--- config.mk ---
export PLATFORM = sky130hd
export DESIGN_NAME = pid_positional_incremental
export DESIGN_NICKNAME = d
export VERILOG_FILES = /design/src/sv/pidpi_pkg.sv /design/src/sv/pidpi_mul.sv /design/src/sv/pidpi_div.sv /design/src/sv/pid_positional_incremental.sv
export VERILOG_INCLUDE_DIRS = /design/src /design/src/sv
export SDC_FILE = /design/constraint.sdc
export NUM_CORES = 2
export LEC_CHECK = 0
export BUFFER_PORTS_ARGS = -buffer_cell sky130_fd_sc_hd__buf_2
export CORE_UTILIZATION = 55
export CTS_BUF_LIST = sky130_fd_sc_hd__clkbuf_16
export CTS_CLUSTER_DIAMETER = 100
export DETAILED_ROUTE_END_ITERATION = 6
export GPL_TIMING_DRIVEN = 0
export PLACE_DENSITY = 0.78
export SYNTH_ARGS = -nofsm -noshare
export SYNTH_HDL_FRONTEND = slang
export SYNTH_HIERARCHICAL = 1
export SYNTH_SLANG_ARGS = --single-unit
--- constraint.sdc ---
create_clock -name clock -period 26.1 [get_ports clock]
set_input_delay 2.61 -clock clock [delete_from_list [all_inputs] [get_ports clock]]
set_output_delay 2.61 -clock clock [all_outputs]
set_load 0.02 [all_outputs]
--- src/sv/pid_positional_incremental_assert.svh ---
// ----------------------------------------------------------------------------
// PID controller assertion macros
// Shared property forms for the controller checks.
// ----------------------------------------------------------------------------
`ifndef PID_POSITIONAL_INCREMENTAL_ASSERT_SVH
`define PID_POSITIONAL_INCREMENTAL_ASSERT_SVH

// same-cycle implication
`define PIDPI_ASSERT_IMP(lbl, ante, cons) \
   lbl: assert property (@(posedge clock) disable iff (reset) (ante) |-> (cons)) \
      else $error("pid controller check failed");

// next-cycle implication
`define PIDPI_ASSERT_NXT(lbl, ante, cons) \
   lbl: assert property (@(posedge clock) disable iff (reset) (ante) |=> (cons)) \
      else $error("pid controller check failed");

`endif

--- src/sv/pidpi_pkg.sv ---
// ----------------------------------------------------------------------------
// PID controller package
// Widths, codes and shared types of the controller.
// ----------------------------------------------------------------------------
package pidpi_pkg;

   localparam int FRAC_BITS_DEF = 16;
   localparam int D_FILTER_Q16  = 0;
   localparam int DATA_W        = 32;
   localparam int MUL_A_W       = 35;
   localparam int MUL_B_W       = 32;
   localparam int DIV_NUM_W     = 34;
   localparam int DIV_DEN_W     = 31;
   localparam int CSR_IDX_W     = 4;

   localparam logic [CSR_IDX_W-1:0] CSR_GAIN_P   = 4'd0;
   localparam logic [CSR_IDX_W-1:0] CSR_GAIN_I   = 4'd1;
   localparam logic [CSR_IDX_W-1:0] CSR_GAIN_D   = 4'd2;
   localparam logic [CSR_IDX_W-1:0] CSR_MODE     = 4'd3;
   localparam logic [CSR_IDX_W-1:0] CSR_OUT_LOW  = 4'd4;
   localparam logic [CSR_IDX_W-1:0] CSR_OUT_HIGH = 4'd5;
   localparam logic [CSR_IDX_W-1:0] CSR_ACC_LOW  = 4'd6;
   localparam logic [CSR_IDX_W-1:0] CSR_ACC_HIGH = 4'd7;

   localparam logic OP_STEP  = 1'b0;
   localparam logic OP_CLEAR = 1'b1;
   localparam logic MODE_POS = 1'b0;
   localparam logic MODE_INC = 1'b1;

   typedef enum logic [3:0] {
      ST_IDLE, ST_ERR, ST_TRAP, ST_DIV, ST_FILT, ST_MP, ST_MI, ST_MD,
      ST_SUM, ST_FIN, ST_OUT
   } pidpi_state_type;

   typedef enum logic [1:0] {
      SH_FRAC, SH_TRAP, SH_Q16
   } pidpi_shift_type;

   typedef struct packed {
      logic            start;
      pidpi_shift_type shift;
   } pidpi_mul_ctl_type;

endpackage

--- src/sv/pidpi_mul.sv ---
// ----------------------------------------------------------------------------
// PID serial multiplier
// Sign-magnitude shift-add multiply, one multiplier bit per cycle, with a
// truncating right shift of the product toward zero.
// ----------------------------------------------------------------------------
module pidpi_mul
   import pidpi_pkg::*;
#(
   parameter int FRAC_BITS = FRAC_BITS_DEF
) (
   input  logic                       clock,
   input  logic                       reset,
   input  pidpi_mul_ctl_type          ctl,
   input  logic signed [MUL_A_W-1:0]  a_in,
   input  logic signed [MUL_B_W-1:0]  b_in,
   output logic                       done,
   output logic signed [63:0]         result
);

   localparam int PW    = MUL_A_W + MUL_B_W;
   localparam int CNT_W = $clog2(MUL_B_W + 1);
   localparam logic [CNT_W-1:0] CNT_LAST = CNT_W'(MUL_B_W - 1);

   logic [MUL_A_W-1:0] ma_ff, ma_in;
   logic [MUL_B_W-1:0] mb_ff, mb_in;
   logic [PW-1:0]      prod_ff, prod_in;
   logic               neg_ff, neg_in;
   pidpi_shift_type    sh_ff, sh_in;
   logic [CNT_W-1:0]   cnt_ff, cnt_in;
   logic               busy_ff, busy_in;
   logic               fin_ff, fin_in;
   logic               done_ff, done_in;
   logic signed [63:0] result_ff, result_in;
   logic [MUL_A_W:0]   sum;
   logic [PW-1:0]      shifted;
   logic [63:0]        mag;

   always_comb begin
      sum = {1'b0, prod_ff[PW-1:MUL_B_W]} + {1'b0, (mb_ff[0] ? ma_ff : '0)};
      case (sh_ff)
         SH_FRAC: shifted = prod_ff >> FRAC_BITS;
         SH_TRAP: shifted = prod_ff >> (FRAC_BITS + 1);
         SH_Q16:  shifted = prod_ff >> 16;
         default: shifted = prod_ff;
      endcase
      mag = shifted[63:0];
   end

   always_comb begin
      ma_in     = ma_ff;
      mb_in     = mb_ff;
      prod_in   = prod_ff;
      neg_in    = neg_ff;
      sh_in     = sh_ff;
      cnt_in    = cnt_ff;
      busy_in   = busy_ff;
      fin_in    = 1'b0;
      done_in   = 1'b0;
      result_in = result_ff;
      if (ctl.start && !busy_ff) begin
         ma_in   = a_in[MUL_A_W-1] ? MUL_A_W'(-a_in) : MUL_A_W'(a_in);
         mb_in   = b_in[MUL_B_W-1] ? MUL_B_W'(-b_in) : MUL_B_W'(b_in);
         neg_in  = a_in[MUL_A_W-1] ^ b_in[MUL_B_W-1];
         sh_in   = ctl.shift;
         prod_in = '0;
         cnt_in  = '0;
         busy_in = 1'b1;
      end else if (busy_ff) begin
         prod_in = {sum, prod_ff[MUL_B_W-1:1]};
         mb_in   = mb_ff >> 1;
         cnt_in  = cnt_ff + 1'b1;
         if (cnt_ff == CNT_LAST) begin
            busy_in = 1'b0;
            fin_in  = 1'b1;
         end
      end
      if (fin_ff) begin
         result_in = neg_ff ? -$signed(mag) : $signed(mag);
         done_in   = 1'b1;
      end
   end

   always_ff @(posedge clock) begin
      if (reset) begin
         busy_ff <= 1'b0;
         fin_ff  <= 1'b0;
         done_ff <= 1'b0;
      end else begin
         busy_ff <= busy_in;
         fin_ff  <= fin_in;
         done_ff <= done_in;
      end
      ma_ff     <= ma_in;
      mb_ff     <= mb_in;
      prod_ff   <= prod_in;
      neg_ff    <= neg_in;
      sh_ff     <= sh_in;
      cnt_ff    <= cnt_in;
      result_ff <= result_in;
   end

   assign done   = done_ff;
   assign result = result_ff;

endmodule

--- src/sv/pidpi_div.sv ---
// ----------------------------------------------------------------------------
// PID serial divider
// Restoring unsigned divide of a magnitude scaled by the fraction bits,
// one quotient bit per cycle.
// ----------------------------------------------------------------------------
module pidpi_div
   import pidpi_pkg::*;
#(
   parameter int FRAC_BITS = FRAC_BITS_DEF
) (
   input  logic                         clock,
   input  logic                         reset,
   input  logic                         start,
   input  logic [DIV_NUM_W-1:0]         num_in,
   input  logic [DIV_DEN_W-1:0]         den_val,
   output logic                         done,
   output logic [DIV_NUM_W+FRAC_BITS-1:0] quot
);

   localparam int QW    = DIV_NUM_W + FRAC_BITS;
   localparam int REM_W = DIV_DEN_W + 1;
   localparam int CNT_W = $clog2(QW + 1);
   localparam logic [CNT_W-1:0] CNT_LAST = CNT_W'(QW - 1);

   logic [QW-1:0]        q_ff, q_in;
   logic [REM_W-1:0]     rem_ff, rem_in;
   logic [DIV_DEN_W-1:0] den_ff, den_in;
   logic [CNT_W-1:0]     cnt_ff, cnt_in;
   logic                 busy_ff, busy_in;
   logic                 done_ff, done_in;
   logic [REM_W-1:0]     trial;
   logic                 ge;

   always_comb begin
      trial   = {rem_ff[REM_W-2:0], q_ff[QW-1]};
      ge      = trial >= {1'b0, den_ff};
      q_in    = q_ff;
      rem_in  = rem_ff;
      den_in  = den_ff;
      cnt_in  = cnt_ff;
      busy_in = busy_ff;
      done_in = 1'b0;
      if (start && !busy_ff) begin
         q_in    = {num_in, {FRAC_BITS{1'b0}}};
         rem_in  = '0;
         den_in  = den_val;
         cnt_in  = '0;
         busy_in = 1'b1;
      end else if (busy_ff) begin
         rem_in = ge ? trial - {1'b0, den_ff} : trial;
         q_in   = {q_ff[QW-2:0], ge};
         cnt_in = cnt_ff + 1'b1;
         if (cnt_ff == CNT_LAST) begin
            busy_in = 1'b0;
            done_in = 1'b1;
         end
      end
   end

   always_ff @(posedge clock) begin
      if (reset) begin
         busy_ff <= 1'b0;
         done_ff <= 1'b0;
      end else begin
         busy_ff <= busy_in;
         done_ff <= done_in;
      end
      q_ff   <= q_in;
      rem_ff <= rem_in;
      den_ff <= den_in;
      cnt_ff <= cnt_in;
   end

   assign done = done_ff;
   assign quot = q_ff;

endmodule

--- src/sv/pid_positional_incremental.sv ---
// ----------------------------------------------------------------------------
// PID controller, positional or incremental
// Signed fixed-point PID step with a shared serial multiplier and divider.
// ----------------------------------------------------------------------------
//   channel  ports   direction  transfer
//   request  req_*   in         req_valid & req_ready
//   response rsp_*   out        rsp_valid & rsp_ready
//   config   csr_*   in         csr_we, one cycle, no read-back
//
// One item at a time. Each multiply runs on the shared shift-add multiplier.
// A positional step with update at Q16.16 takes about 4 multiplies plus the
// divide, an incremental step up to 3 multiplies, a clear request none.
// Reset needs no clearing pass. A stalled response holds in its register;
// the next request is taken meanwhile.
// ----------------------------------------------------------------------------
module pid_positional_incremental
   import pidpi_pkg::*;
#(
   parameter int FRAC_BITS = FRAC_BITS_DEF
) (
   input  logic                        clock,
   input  logic                        reset,
   input  logic                        req_valid,
   output logic                        req_ready,
   input  logic                        req_op,
   input  logic signed [DATA_W-1:0]    req_target,
   input  logic signed [DATA_W-1:0]    req_feedback,
   input  logic signed [DATA_W-1:0]    req_step_time,
   output logic                        rsp_valid,
   input  logic                        rsp_ready,
   output logic signed [DATA_W-1:0]    rsp_drive,
   output logic signed [DATA_W-1:0]    rsp_p_part,
   output logic signed [DATA_W-1:0]    rsp_i_part,
   output logic signed [DATA_W-1:0]    rsp_d_part,
   output logic signed [DATA_W-1:0]    rsp_raw_sum,
   output logic                        rsp_fault,
   input  logic                        csr_we,
   input  logic [CSR_IDX_W-1:0]        csr_index,
   input  logic [DATA_W-1:0]           csr_wdata
);

`include "pid_positional_incremental_assert.svh"

   localparam int  QW      = DIV_NUM_W + FRAC_BITS;
   localparam bit  FILT_ON = D_FILTER_Q16 > 0;
   localparam logic signed [MUL_B_W-1:0] FILT_K = MUL_B_W'(65536 - D_FILTER_Q16);
   localparam logic signed [DATA_W-1:0]  S32_MAX = {1'b0, {(DATA_W-1){1'b1}}};
   localparam logic signed [DATA_W-1:0]  S32_MIN = {1'b1, {(DATA_W-1){1'b0}}};

   function automatic logic signed [63:0] clamp64(logic signed [63:0] v,
                                                 logic signed [DATA_W-1:0] lo,
                                                 logic signed [DATA_W-1:0] hi);
      logic signed [63:0] lo64;
      logic signed [63:0] hi64;
      lo64 = 64'(lo);
      hi64 = 64'(hi);
      if (v < lo64) return lo64;
      if (v > hi64) return hi64;
      return v;
   endfunction

   function automatic logic fits32(logic signed [63:0] v);
      return (&v[63:DATA_W-1]) || !(|v[63:DATA_W-1]);
   endfunction

   pidpi_state_type state_ff, state_in;

   logic signed [DATA_W-1:0] gain_p_ff, gain_i_ff, gain_d_ff;
   logic                     mode_ff;
   logic signed [DATA_W-1:0] out_low_ff, out_high_ff, acc_low_ff, acc_high_ff;

   logic                     op_ff;
   logic signed [DATA_W-1:0] tgt_ff, fbk_ff, dt_ff;
   logic signed [DATA_W-1:0] e_ff, le_ff, lle_ff, acc_ff, pd_ff;
   logic                     first_ff;
   logic signed [DATA_W-1:0] accn_ff, deriv_ff;
   logic signed [63:0]       p_ff, i_ff, d_ff;
   logic signed [34:0]       raw_ff;
   logic                     flt_ff;
   logic                     launch_ff;

   logic signed [DATA_W-1:0] res_drive_ff, res_p_ff, res_i_ff, res_d_ff, res_raw_ff;
   logic                     res_fault_ff;
   logic                     rsp_valid_ff;
   logic signed [DATA_W-1:0] rsp_drive_ff, rsp_p_ff, rsp_i_ff, rsp_d_ff, rsp_raw_ff;
   logic                     rsp_fault_ff;

   pidpi_mul_ctl_type        mul_ctl;
   logic signed [MUL_A_W-1:0] mul_a;
   logic signed [MUL_B_W-1:0] mul_b;
   logic                     mul_done;
   logic signed [63:0]       mul_res;
   logic                     mul_state;
   logic                     div_start, div_done;
   logic [QW-1:0]            div_q;

   logic signed [DATA_W:0]   e_w;
   logic                     e_fits, upd_w;
   logic signed [MUL_A_W-1:0] e35, le35, lle35, d2e;
   logic signed [DIV_NUM_W-1:0] de34;
   logic [DIV_NUM_W-1:0]     de_mag;
   logic                     q_hi_zero;
   logic signed [DATA_W-1:0] q_sat;
   logic signed [63:0]       sum_w, raw64, t_w, accf_w, drv_w;
   logic signed [63:0]       acc_hold_w, acc_trap_w, filt_w, rawn_w;
   logic                     fin_fault;
   logic                     accept, out_load;

   // handshake
   assign accept    = req_valid && req_ready;
   assign out_load  = (state_ff == ST_OUT) && (!rsp_valid_ff || rsp_ready);
   assign req_ready = (state_ff == ST_IDLE);

   // next state
   always_comb begin
      state_in = state_ff;
      case (state_ff)
         ST_IDLE: if (req_valid) state_in = ST_ERR;
         ST_ERR: begin
            if (op_ff == OP_CLEAR || !e_fits) state_in = ST_OUT;
            else if (mode_ff == MODE_POS && upd_w) state_in = ST_TRAP;
            else state_in = ST_MP;
         end
         ST_TRAP: if (mul_done) state_in = ST_DIV;
         ST_DIV:  if (div_done) state_in = FILT_ON ? ST_FILT : ST_MP;
         ST_FILT: if (mul_done) state_in = ST_MP;
         ST_MP:   if (mul_done) state_in = ST_MI;
         ST_MI: begin
            if (mul_done) state_in = (mode_ff == MODE_INC && first_ff) ? ST_SUM : ST_MD;
         end
         ST_MD:   if (mul_done) state_in = ST_SUM;
         ST_SUM:  state_in = ST_FIN;
         ST_FIN:  state_in = ST_OUT;
         ST_OUT:  if (!rsp_valid_ff || rsp_ready) state_in = ST_IDLE;
         default: state_in = ST_IDLE;
      endcase
   end

   // datapath terms
   always_comb begin
      e_w    = DATA_W'(0) + ($signed({tgt_ff[DATA_W-1], tgt_ff}) -
                             $signed({fbk_ff[DATA_W-1], fbk_ff}));
      e_fits = (e_w[DATA_W] == e_w[DATA_W-1]);
      upd_w  = !first_ff && !dt_ff[DATA_W-1] && (dt_ff != '0);
      e35    = MUL_A_W'(e_ff);
      le35   = MUL_A_W'(le_ff);
      lle35  = MUL_A_W'(lle_ff);
      d2e    = e35 - (le35 <<< 1) + lle35;
      de34   = DIV_NUM_W'(e_ff) - DIV_NUM_W'(le_ff);
      de_mag = de34[DIV_NUM_W-1] ? DIV_NUM_W'(-de34) : DIV_NUM_W'(de34);
      q_hi_zero = ((div_q >> (DATA_W-1)) == '0);
      if (de34[DIV_NUM_W-1]) begin
         q_sat = q_hi_zero ? -$signed({1'b0, div_q[DATA_W-2:0]}) : S32_MIN;
      end else begin
         q_sat = q_hi_zero ? $signed({1'b0, div_q[DATA_W-2:0]}) : S32_MAX;
      end
   end

   // multiplier operands
   always_comb begin
      mul_a         = '0;
      mul_b         = '0;
      mul_ctl.shift = SH_FRAC;
      mul_state     = 1'b1;
      case (state_ff)
         ST_TRAP: begin
            mul_a         = e35 + le35;
            mul_b         = dt_ff;
            mul_ctl.shift = SH_TRAP;
         end
         ST_FILT: begin
            mul_a         = MUL_A_W'(deriv_ff) - MUL_A_W'(pd_ff);
            mul_b         = FILT_K;
            mul_ctl.shift = SH_Q16;
         end
         ST_MP: begin
            mul_a = (mode_ff == MODE_INC && !first_ff) ? e35 - le35 : e35;
            mul_b = gain_p_ff;
         end
         ST_MI: begin
            mul_a = (mode_ff == MODE_INC) ? e35 : MUL_A_W'(accn_ff);
            mul_b = gain_i_ff;
         end
         ST_MD: begin
            mul_a = (mode_ff == MODE_INC) ? d2e : MUL_A_W'(deriv_ff);
            mul_b = gain_d_ff;
         end
         default: mul_state = 1'b0;
      endcase
      mul_ctl.start = mul_state && !launch_ff;
      div_start     = (state_ff == ST_DIV) && !launch_ff;
   end

   // final combine
   always_comb begin
      sum_w      = p_ff + i_ff + d_ff;
      acc_hold_w = clamp64(64'(acc_ff), acc_low_ff, acc_high_ff);
      acc_trap_w = clamp64(64'(acc_ff) + mul_res, acc_low_ff, acc_high_ff);
      filt_w     = 64'(pd_ff) + mul_res;
      rawn_w     = (mode_ff == MODE_INC && !first_ff) ? sum_w + 64'(acc_ff) : sum_w;
      raw64  = 64'(raw_ff);
      t_w    = clamp64(clamp64(raw64, acc_low_ff, acc_high_ff), out_low_ff, out_high_ff);
      accf_w = 64'(accn_ff);
      drv_w  = clamp64(raw64, out_low_ff, out_high_ff);
      if (mode_ff == MODE_INC) begin
         if (first_ff) begin
            accf_w = raw64;
         end else begin
            accf_w = t_w;
            drv_w  = clamp64(t_w, out_low_ff, out_high_ff);
         end
      end
      fin_fault = flt_ff || !fits32(accf_w);
   end

   pidpi_mul #(.FRAC_BITS(FRAC_BITS)) u_mul (
      .clock  (clock),
      .reset  (reset),
      .ctl    (mul_ctl),
      .a_in   (mul_a),
      .b_in   (mul_b),
      .done   (mul_done),
      .result (mul_res)
   );

   pidpi_div #(.FRAC_BITS(FRAC_BITS)) u_div (
      .clock   (clock),
      .reset   (reset),
      .start   (div_start),
      .num_in  (de_mag),
      .den_val (dt_ff[DIV_DEN_W-1:0]),
      .done    (div_done),
      .quot    (div_q)
   );

   // control and loop state
   always_ff @(posedge clock) begin
      if (reset) begin
         state_ff     <= ST_IDLE;
         launch_ff    <= 1'b0;
         rsp_valid_ff <= 1'b0;
         gain_p_ff    <= '0;
         gain_i_ff    <= '0;
         gain_d_ff    <= '0;
         mode_ff      <= MODE_POS;
         out_low_ff   <= S32_MIN;
         out_high_ff  <= S32_MAX;
         acc_low_ff   <= S32_MIN;
         acc_high_ff  <= S32_MAX;
         le_ff        <= '0;
         lle_ff       <= '0;
         acc_ff       <= '0;
         pd_ff        <= '0;
         first_ff     <= 1'b1;
      end else begin
         state_ff <= state_in;
         if (state_in != state_ff) launch_ff <= 1'b0;
         else if (mul_ctl.start || div_start) launch_ff <= 1'b1;
         if (out_load) rsp_valid_ff <= 1'b1;
         else if (rsp_ready) rsp_valid_ff <= 1'b0;
         if (csr_we) begin
            case (csr_index)
               CSR_GAIN_P:   gain_p_ff   <= csr_wdata;
               CSR_GAIN_I:   gain_i_ff   <= csr_wdata;
               CSR_GAIN_D:   gain_d_ff   <= csr_wdata;
               CSR_MODE:     mode_ff     <= csr_wdata[0];
               CSR_OUT_LOW:  out_low_ff  <= csr_wdata;
               CSR_OUT_HIGH: out_high_ff <= csr_wdata;
               CSR_ACC_LOW:  acc_low_ff  <= csr_wdata;
               CSR_ACC_HIGH: acc_high_ff <= csr_wdata;
               default: ;
            endcase
         end
         if ((state_ff == ST_ERR && (op_ff == OP_CLEAR || !e_fits)) ||
             (state_ff == ST_FIN && fin_fault)) begin
            le_ff    <= '0;
            lle_ff   <= '0;
            acc_ff   <= '0;
            pd_ff    <= '0;
            first_ff <= 1'b1;
         end else if (state_ff == ST_FIN) begin
            acc_ff   <= accf_w[DATA_W-1:0];
            le_ff    <= e_ff;
            first_ff <= 1'b0;
            if (mode_ff == MODE_INC) lle_ff <= le_ff;
            else pd_ff <= deriv_ff;
         end
      end
   end

   // working registers
   always_ff @(posedge clock) begin
      if (accept) begin
         op_ff  <= req_op;
         tgt_ff <= req_target;
         fbk_ff <= req_feedback;
         dt_ff  <= req_step_time;
      end
      case (state_ff)
         ST_ERR: begin
            e_ff     <= e_w[DATA_W-1:0];
            deriv_ff <= '0;
            d_ff     <= '0;
            accn_ff  <= acc_hold_w[DATA_W-1:0];
            res_drive_ff <= '0;
            res_p_ff     <= '0;
            res_i_ff     <= '0;
            res_d_ff     <= '0;
            res_raw_ff   <= '0;
            res_fault_ff <= (op_ff != OP_CLEAR) && !e_fits;
         end
         ST_TRAP: begin
            if (mul_done) begin
               accn_ff <= acc_trap_w[DATA_W-1:0];
            end
         end
         ST_DIV:  if (div_done) deriv_ff <= q_sat;
         ST_FILT: if (mul_done) deriv_ff <= filt_w[DATA_W-1:0];
         ST_MP:   if (mul_done) p_ff <= mul_res;
         ST_MI:   if (mul_done) i_ff <= mul_res;
         ST_MD:   if (mul_done) d_ff <= mul_res;
         ST_SUM: begin
            raw_ff <= rawn_w[34:0];
            flt_ff <= !fits32(p_ff) || !fits32(i_ff) || !fits32(d_ff);
         end
         ST_FIN: begin
            res_fault_ff <= fin_fault;
            if (fin_fault) begin
               res_drive_ff <= '0;
               res_p_ff     <= '0;
               res_i_ff     <= '0;
               res_d_ff     <= '0;
               res_raw_ff   <= '0;
            end else begin
               res_drive_ff <= drv_w[DATA_W-1:0];
               res_p_ff     <= p_ff[DATA_W-1:0];
               res_i_ff     <= i_ff[DATA_W-1:0];
               res_d_ff     <= d_ff[DATA_W-1:0];
               res_raw_ff   <= fits32(raw64) ? raw64[DATA_W-1:0] :
                               (raw64[63] ? S32_MIN : S32_MAX);
            end
         end
         default: ;
      endcase
      if (out_load) begin
         rsp_drive_ff <= res_drive_ff;
         rsp_p_ff     <= res_p_ff;
         rsp_i_ff     <= res_i_ff;
         rsp_d_ff     <= res_d_ff;
         rsp_raw_ff   <= res_raw_ff;
         rsp_fault_ff <= res_fault_ff;
      end
   end

   assign rsp_valid   = rsp_valid_ff;
   assign rsp_drive   = rsp_drive_ff;
   assign rsp_p_part  = rsp_p_ff;
   assign rsp_i_part  = rsp_i_ff;
   assign rsp_d_part  = rsp_d_ff;
   assign rsp_raw_sum = rsp_raw_ff;
   assign rsp_fault   = rsp_fault_ff;

   `PIDPI_ASSERT_IMP(a_fault_zero, rsp_valid_ff && rsp_fault_ff, rsp_drive_ff == '0 && rsp_p_ff == '0 && rsp_raw_ff == '0)
   `PIDPI_ASSERT_IMP(a_mul_state, mul_ctl.start, state_ff == ST_TRAP || state_ff == ST_FILT || state_ff == ST_MP || state_ff == ST_MI || state_ff == ST_MD)
   `PIDPI_ASSERT_NXT(a_fault_clears, out_load && res_fault_ff, first_ff && acc_ff == '0)

endmodule

==> summary.txt <==
Run status
  – Status: finished, violations left
  – Failing checks: DRC, capacitance limit, slew limit

Setup path
  – Critical-path top delay cell: nor4_1
  – Top delay family on crit path: compound AO/OA/AOI/OAI gates
  – Worst Setup Path Type: flip-flop to flip-flop
  – Startpoint types: flip-flop
  – Critical Path Fanout Max: 10
  – CP Capture Type: flip-flop
  – WP data arrival: 14150 ps
  – CP Buf/Inv Count: 6
  – CP peak stage delay: 1080 ps
  – CP required: 26640 ps
  – Most used cell, CP: clkbuf_1

Placed design
  – Placed Instances: 12510
  – PortBufs: 299
  – Post-DP HPWL: 283.3 mm
  – Placed inst area: just under 0.1 mm²
  – Final Wtd Congestion: roughly 1.1

Power
  – Leak: 0.04170 µW
  – Peak VDD IR: 0.00009570 V
  – Power Density: 110.2 mW/mm²

Logic synthesis
  – Post-synth EDFFs: roughly 940
  – YS warnings: 6
  – Syn Inst Count: 9961
  – Syn nets: roughly 11000
  – Avg Inst Size Synth: between 9 and 10 µm²
  – Synthesized flop and latch total: 1433
  – Cell Area, Synth: about 0.094 mm²
  – Post-synthesis sequential area ratio: 40.56%
  – Yosys cell types: 104
  – Post-synth ARST share: 0%
  – Top_reg_cell synth: edfxtp_1

STA
  – RSZ-0062 raised after global routing: no
  – Slew @ Worst Pin: roughly 1600 ps
  – Final Cycle Share: around 52%
  – Slew Viols, Final: 31
  – Hold slack: 414.0 ps
  – Sum of negative setup slack: 0 ps
  – Final Hold Fails: 0
  – Minimum clock period: 13600 ps
  – Max Clk Rate: 0.07350 GHz
  – Relative slew slack: -8.313%
  – # setup viols final: 0
  – Clock Skews: 37.94 ps

CTS
  – CTS Hold Bufs: 0
  – PostCTS Resize Cnt: 0
  – CTS root buf: clkbuf_16
  – TritonCTS buffer count: between 150 and 200
  – CTS max path bufs: 3
  – Worst-skew pair later-pin latency: between 800 and 900 ps
  – H-tree Lvls: 4
  – CTS sink count: roughly 1400
  – CTS clock-pin slew for the worst setup and hold paths: about 60 ps
  – CTS tree: yes
  – Post-CTS setup buffer count: 0

Die
  – Die X: 415.4 µm
  – Die Ht: 415.4 µm
  – Initial Util: a little under three fifths
  – Core area: roughly 0.17 mm²
  – Row Count: approximately 150
  – IO Pins: about 300
  – DIE AREA: around 0.17 mm²

Final layout
  – Final Cell Area: about 0.10 mm²
  – Most common cell after layout, fill and taps aside: nand2_1
  – Final Util: 61.37%
  – Area delta synth->final: 10.68%
  – Filler cells: between 10000 and 15000
  – Share of cells above drive strength 1: 7.852%
  – Post-route insts no fill: 12810
  – Fin nets: between 10000 and 15000
  – Most frequent cells in the layout: nand2_1 (1209), edfxtp_1 (942), a21oi_1 (901)
  – Seq. cell area: 0.03812 mm²
  – Footprint of the multi-input gates: 0.05199 mm²

Routing
  – Remaining DRCs: 1
  – DR iter-0 viols: 10190
  – Vias/cell: 6.487
  – DRT Pass-1 Iters: 7
  – Final WL: 361.2 mm
  – DR WL/cell: approximately 28 µm
  – Routed via count: 83130
  – Final ANT Viol Nets: 0

GRT
  – Gr ovfl total: 0
  – Global Route Usage Sum: 40.69%
  – Wire length of the first global-routing pass: 516.4 mm
  – Vias in the first global route: 78280
  – Initial antenna violation count: 26
  – Largest net degree at the start of global routing: 72

Flow run
  – Max Cap Viol: 6

Hold path
  – Worst min path class: flip-flop to flip-flop
Yosys cell counts (48+ instances only):
cell type	number	area, µm²
nor4_1	82	513.0
nor3_1	142	710.7
a22o_1	56	490.5
o31ai_1	55	412.9
and3_1	140	875.8
or3_1	56	350.3
nor2b_1	110	688.2
clkbuf_1	382	1434
a22oi_1	74	555.5
and2_1	128	800.8
nand4_1	149	932.1
fa_1	76	1521
a31oi_1	90	563.0
dfxtp_1	491	9829
nand3_1	233	1166
a211oi_1	103	773.2
xnor2_1	293	2566
mux2_2	101	1137
nor2_1	500	1877
edfxtp_1	942	28290
xor2_1	200	1752
o211ai_1	171	1284
a21o_1	249	1869
o22ai_1	52	325.3
o21a_1	79	593.1
nand2b_1	111	694.4
inv_1	525	1971
o21bai_1	52	390.4
mux2i_1	199	1992
ha_1	863	10800
a21oi_1	902	4514
a211o_1	48	420.4
a221o_1	53	530.5
nand2_1	1211	4546
o21ai_0	552	2763
through the flow:
stage / power, µW / worst slack, ps
2_1_floorplan: 7181 / 11690
3_3_place_gp: 8927 / 7845
3_5_place_dp: 9031 / 13300
4_1_cts: 11270 / 13250
5_1_grt: 12010 / 12150
6_report: 11460 / 12500
cell families (layout without fill, tap and decap cells):
group | Yosys count | after routing | synth area share, %
adder cells (fa/ha/maj) | 939 | 939 | 13.11
buffers and inverters | 992 | 1614 | 4.173
XOR/XNOR | 493 | 493 | 4.595
AO/OA/AOI/OAI | 2786 | 2786 | 18.88
AND/OR/NAND/NOR | 3008 | 3008 | 15.24
other | 1 | 14 | 0.003991
flip-flops | 1433 | 1433 | 40.56
multiplexers | 309 | 309 | 3.438
layout make-up:
cell class | count | area share [%]
repair buffers | 333 | 1.978
plain buffers | 463 | 1.873
diodes | 13 | 0.03128
clock buffers | 162 | 3.898
clock inverters | 127 | 0.9997
inverters | 529 | 1.909
multi-input cells | 7536 | 49.99
well taps | 2218 | 2.668
flip-flops and latches | 1433 | 36.65
worst paths after layout:
path	end	depth (start not counted)	slack, ps	startpoint
setup / recovery	res_drive_ff[17]	35	12500	raw_ff[8]
hold / removal	rsp_i_part[10]	0	410	res_i_ff[10]
setup reg to reg	res_drive_ff[17]	35	12500	raw_ff[8]
hold reg to reg	rsp_i_part[10]	0	410	res_i_ff[10]
registers in the layout (all words and copies together), names as in the netlist, 35 cells and up:
name and count:
i_ff 64, u_mul/result 64, u_div/quot 50, u_mul/prod_ff 67, d_ff 64, u_mul/ma_ff 35, p_ff 64, raw_ff 35
report_power, final:
group          leakage (µW)  internal [µW]  switching (µW)  total [µW]
registers            0.0127           3010             486        3500
logic                0.0264           2020            3710        5740
clock network       0.00258           1250             981        2230
total                0.0417           6280            5180       11500
routing by layer:
layer	track usage (%)	share of wire (%)	routed length, µm
met1	51.95	39	140600
met2	62.10	43	155800
met3	9.123	10	37510
met4	26.50	7.6	27290
met5	0	0	0
No activity file was read; power rests on OpenSTA's default activity.
